`src/hdl/assert_macros.svh`:
```
// assertion helpers for the route table rtl
`ifndef ASSERT_MACROS_SVH
`define ASSERT_MACROS_SVH

`ifndef NO_ASSERTIONS

// property holds at every edge outside reset
`define ASSERT_ALWAYS(lbl, clk, rstn, prop) \
    lbl: assert property (@(posedge clk) disable iff (!rstn) (prop)) \
        else $error("assertion failed");

// consequent holds in the same cycle as the antecedent
`define ASSERT_IMPLY(lbl, clk, rstn, ante, cons) \
    lbl: assert property (@(posedge clk) disable iff (!rstn) (ante) |-> (cons)) \
        else $error("assertion failed");

// consequent holds in the cycle after the antecedent
`define ASSERT_NEXT(lbl, clk, rstn, ante, cons) \
    lbl: assert property (@(posedge clk) disable iff (!rstn) (ante) |=> (cons)) \
        else $error("assertion failed");

`else

`define ASSERT_ALWAYS(lbl, clk, rstn, prop)
`define ASSERT_IMPLY(lbl, clk, rstn, ante, cons)
`define ASSERT_NEXT(lbl, clk, rstn, ante, cons)

`endif

`endif

```
`src/hdl/srt_pkg.sv`:
```
`default_nettype none

package srt_pkg;

    localparam int KIND_W = 2;
    localparam int KEY_W  = 32;
    localparam int DATA_W = 64;
    localparam int REM_W  = 7;

    typedef enum logic [KIND_W-1:0] {
        KIND_INSERT  = 2'd0,
        KIND_LOOKUP  = 2'd1,
        KIND_RESTART = 2'd2,
        KIND_NEXT    = 2'd3
    } t_kind;

    // strobes broadcast from the sequencer to every cell
    typedef struct packed {
        logic compare;  // latch compare flags
        logic walk;     // select by cursor position instead of key match
        logic update;   // overwrite data of the matching cell
        logic insert;   // open a slot for a new key, shift the upper part
    } t_cell_cmd;

endpackage

`default_nettype wire

```
`src/hdl/srt_cell.sv`:
```
`default_nettype none

module srt_cell #(
    parameter int KW  = 32,
    parameter int DW  = 64,
    parameter int CW  = 7,
    parameter int IDX = 0
) (
    input  wire logic               i_clk,
    input  wire srt_pkg::t_cell_cmd i_cmd,
    input  wire logic [CW-1:0]      i_count,
    input  wire logic [CW-1:0]      i_cursor,
    input  wire logic [KW-1:0]      i_key,
    input  wire logic [DW-1:0]      i_data,
    input  wire logic [KW-1:0]      i_left_key,
    input  wire logic [DW-1:0]      i_left_data,
    input  wire logic               i_left_le,
    input  wire logic               i_left_gt,
    output logic      [KW-1:0]      o_key,
    output logic      [DW-1:0]      o_data,
    output logic                    o_le,
    output logic                    o_gt,
    output logic                    o_sel
);

    localparam logic [CW-1:0] POS = CW'(IDX);

    logic [KW-1:0] r_key;
    logic [DW-1:0] r_data;
    logic          r_le;
    logic          r_gt;
    logic          r_sel;
    logic          occupied;

    assign occupied = (POS < i_count);

    always_ff @(posedge i_clk) begin
        if (i_cmd.compare) begin
            r_le  <= occupied && (r_key <= i_key);
            r_gt  <= occupied && (r_key > i_key);
            r_sel <= i_cmd.walk ? (occupied && (POS == i_cursor))
                                : (occupied && (r_key == i_key));
        end
        if (i_cmd.insert) begin
            if (i_left_gt) begin
                // upper part moves up one place
                r_key  <= i_left_key;
                r_data <= i_left_data;
            end else if (i_left_le && !r_le) begin
                // first slot above all smaller keys
                r_key  <= i_key;
                r_data <= i_data;
            end
        end else if (i_cmd.update && r_sel) begin
            r_data <= i_data;
        end
    end

    assign o_key  = r_key;
    assign o_data = r_data;
    assign o_le   = r_le;
    assign o_gt   = r_gt;
    assign o_sel  = r_sel;

endmodule

`default_nettype wire

```
`config.mk`:
```
export PLATFORM = sky130hd
export DESIGN_NAME = srt_cell
export DESIGN_NICKNAME = d
export VERILOG_FILES = /design/src/hdl/assert_macros.svh /design/src/hdl/srt_pkg.sv /design/src/hdl/srt_cell.sv
export SDC_FILE = /design/constraint.sdc
export NUM_CORES = 1
export LEC_CHECK = 0
export BUFFER_PORTS_ARGS = -buffer_cell sky130_fd_sc_hd__buf_4
export CAP_MARGIN = 20
export CORE_AREA = 2 2 121 123
export CTS_BUF_LIST = sky130_fd_sc_hd__clkbuf_4
export CTS_CLUSTER_SIZE = 20
export DETAILED_ROUTE_END_ITERATION = 10
export DIE_AREA = 0 0 123 125
export PLACE_DENSITY = 0.74
export SLEW_MARGIN = 20
export SYNTH_ARGS = -nofsm -noshare
export SYNTH_HDL_FRONTEND = slang
export SYNTH_SLANG_ARGS = --single-unit
```
`constraint.sdc`:
```
create_clock -name i_clk -period 4.45 [get_ports i_clk]
set_clock_uncertainty 0.05 [all_clocks]
set_input_delay 0.6675 -clock i_clk [delete_from_list [all_inputs] [get_ports i_clk]]
set_output_delay 0.6675 -clock i_clk [all_outputs]
set_load 0.03 [all_outputs]
```
# Word-level counts from Yosys, hierarchy flattened
# Index checks and enable logic that the tools add are counted.
# word_totals
out_inout_bits	99
input_bits	213
ff_bits	99
# classes
order_cmp	3
n_mux	7
n_eq_ne	2
n_reduce_logical	12
# op_table
cell	count
64-bit 2-to-1 mux	4
32-bit 2-to-1 mux	2
32-bit == test	1
32-bit > comparator	1
32-bit <= comparator	1
7-bit logical NOT	1
1-bit by 7-bit less-than comparator with 1-bit output, first input constant	1
1-bit logical AND	6
2-bit AND reduction	2
2-bit nonzero test	2
3-bit by 1-bit inequality test with 1-bit output, second input constant	1
1-bit logical NOT	1
1-bit 2-to-1 mux	1

# Longest topological paths before layout
# depth
ltp_word	5
mapped_depth	8

# Worst setup path after synthesis
# Ideal clock, no wire load.
# synth_timing
path_type	input -> register
start	in i_cmd[1] in the netlist's numbering
end	reg r_data[0], in the netlist o_data[0], enable pin
setup_slack_ps	194
path_buffers	0
arrival_time_ps	3707
stages	2
setup_time_ps	499
cell_sequence	nand2_1 o21bai_1
# synth_via
elab_chain_cells	3
# synth_rtl
element	line_no	source
start, declared	srt_cell.sv:10	input wire srt_pkg::t_cell_cmd i_cmd,
1-bit logical AND	srt_cell.sv:54	end else if (i_cmd.update && r_sel) begin
2-bit nonzero test (no source line)	n/a	
2-bit AND reduction (no source line)	n/a	
end signal, assigned	srt_cell.sv:48	r_data <= i_left_data;
end signal, assigned	srt_cell.sv:52	r_data <= i_data;
end signal, assigned	srt_cell.sv:55	r_data <= i_data;
end, declared	srt_cell.sv:29	logic [DW-1:0] r_data;
# No other way between the ends.
# A chain may end at the register's enable or synchronous reset.

# Final worst setup path
# layout_timing
start	reg r_le, in the netlist o_le
end	reg r_data[36], in the netlist o_data[36], enable pin
# layout_via
elab_chain_cells	4
# layout_rtl
element	line_no	source
start, declared	srt_cell.sv:30	logic r_le;
start signal, assigned	srt_cell.sv:39	r_le <= occupied && (r_key <= i_key);
1-bit logical NOT	srt_cell.sv:49	end else if (i_left_le && !r_le) begin
1-bit logical AND	srt_cell.sv:49	
3-bit by 1-bit inequality test with 1-bit output (no source line)	n/a	
2-bit AND reduction (no source line)	n/a	
# No other way between the ends.

==> qor.yml <==
path_cells: "nor2b_1, o21a_1, buf_4, o21bai_4, buf_4"
drtIter0Drc: 173
endpoint_kind: "flip-flop"
slowest_delay_ns: 0.52
cts_buffers: 9
fin_crit_ns: 2.57
cts_root_buf: "clkbuf_4"
antenna_found_initial: 1
via_per_inst: 4.70
min-delay-path-class: "primary input to flip-flop"
ys_async_sr_fraction_pct: 0
yosysTopAreaCell: "edfxtp_1"
grt_pass1_vias: 4179
fmaxAchievable_ghz: 0.390
hold_ws_ns: 0.377
hold_viol: 0
ir_drop_mv: 0.148
grt_pass1_wl_um: 20900
postCtsHoldBufs: 0
fin_crit_sh_pct: 57.7
slew_headroom_pct: 36.1
critPathMaxFanout: 33
start_kind: "flip-flop"
first_pass_iters: 4
grt_max_degree: 65
drc: 0
ys_types: 32
dieWidth_um: 123
cts-resized-gates: 0
die_h_um: 125
path_class: "flip-flop to flip-flop"
numPortBuffers: 311
layout_common_cells: "315 x buf_4, 99 x edfxtp_1, 56 x mux2_2"
synth_seq_cells: 99
syn-instance-count: 367
synth_edf_count: 99
num-nets-final: 925
start_util_pct: 34.7
ys.flop_type: "edfxtp_1"
clk_pin_slew_ns: 0.14
routed_wl_um: 14200
cts_tree: "built"
required_ns: 4.54
num_rows: 44
area_growth_pct: 55.6
crit_buf_inv: 2
yosysWarningCount: 0
clkSinkCount: 99
rsz0062_at_grt: "no"
power.density_mw_per_mm2: 302
syn_area_per_cell_um2: 13.4
arrival_ns: 2.65
grt_use_total_pct: 18.0
fill_cells: 1254
leakage_uw: 0.00347
cap_viol_max_count: 0
setup_viol: 0
yosysTopAreaCellShare_pct: 60.2
overflow: 0
dp_hpwl_um: 11300
ios: 312
synthTopCellsByArea: "edfxtp_1 60%, mux2_2 13%, ha_1 8.1%"
num_vias: 4098
htreeDepth: 3
worst_path_most_repeated_cell: "buf_4"
slowest_stage: "buf_4"
globalplace.congestion: 0.822
design.core.area_mm2: 0.0142
status: "finished clean"
clkLatencyLatePin_ns: 0.47
worst_pin_slew_ns: 0.956
synthesis.area_mm2: 0.00493
ant_nets: 0
ys_seq_area_share_pct: 60.2
tns_ns: 0
drive_gt1_share_pct: 57.2
syn_nets: 612
wl_per_cell_um: 16.3
cp_top_family: "buffers and inverters"
layout_commonest_cell: "buf_4"
cts_buffer_depth: 2
final-max-slew-violation-count: 0
die_area_mm2: 0.0154
post_cts.repair.setup_buffers: 0
kinds of logic after synthesis:
family	Yosys count	synth area share, %
simple gates	64	6.09
mux	65	14.8
flops	99	60.2
fa+ha+maj	32	8.11
buf+inv	47	3.75
compound gates	60	6.97
synthesized netlist by cell type (2+ instances only):
cell type,n
clkbuf_1,3
a21oi_1,12
ha_1,32
nor2_1,5
edfxtp_1,99
mux2_2,56
buf_2,7
nand3_1,3
nand4_1,8
nor4_1,3
nand2_1,38
a21o_1,2
inv_1,34
o21ai_0,33
nor2b_1,2
buf_1,3
o21a_1,4
mux2_1,9
final cells by class:
| class | instances | area (um2) | share of cell area (%) |
|---|---|---|---|
| antenna | 2 | 5.00 | 0.0652 |
| sequential | 99 | 2970 | 38.7 |
| clock inverter | 6 | 114 | 1.48 |
| timing repair buffer | 315 | 2360 | 30.8 |
| tap | 184 | 230 | 3.00 |
| inverter | 34 | 128 | 1.66 |
| multi-input combinational | 221 | 1790 | 23.3 |
| clock buffer | 10 | 75.1 | 0.978 |
worst register-to-register path: stages (launching register included):
cell,delay (ns)
edfxtp_1,0.41
nor2b_1,0.20
o21a_1,0.13
buf_4,0.39
o21bai_4,0.51
buf_4,0.54
report_power, final:
group          total [uW]  internal (uW)  switching (uW)  leakage, uW
clock                 605            291             313    0.0000928
sequential           1140           1110            25.9     0.000948
combinational         572            277             295      0.00242
total                2320           1680             634      0.00347
sequential cells by signal (all words and copies together), names as in the netlist:
name    flops
o_le        1
o_key      32
o_data     64
o_sel       1
o_gt        1
per-layer routing:
metal	vias up	part of all wire [%]	wire [um]	global-route usage, %
li1	1990	-	-	-
met1	1875	37	5210	20.0
met2	216	52	7440	32.7
met3	17	9.0	1290	4.43
met4	0	2.0	290	7.22
met5	-	0	0	0
stage by stage:
step	instances	worst slack [ns]	instance area (um2)	total power, uW	utilization [%]
2_1_floorplan	367	0.194	4930	1450	-
3_3_place_gp	853	1.49	7490	1720	52.7
3_5_place_dp	853	1.46	7490	1740	52.7
4_1_cts	869	1.83	7670	2340	54.0
5_1_grt	871	1.72	7680	2420	54.1
6_report	871	1.88	7680	2320	54.1
path summary, 6_finish.rpt:
| check | from | endpoint | slack, ns | cells after the start |
|---|---|---|---|---|
| setup / recovery | o_le | o_data[36] | 1.88 | 5 |
| hold / removal | i_cmd[3] | o_sel | 0.38 | 1 |
| setup reg to reg | o_le | o_data[36] | 1.88 | 5 |
| hold reg to reg | o_key[23] | o_gt | 0.92 | 4 |
Power figures use the tool's default switching activity.
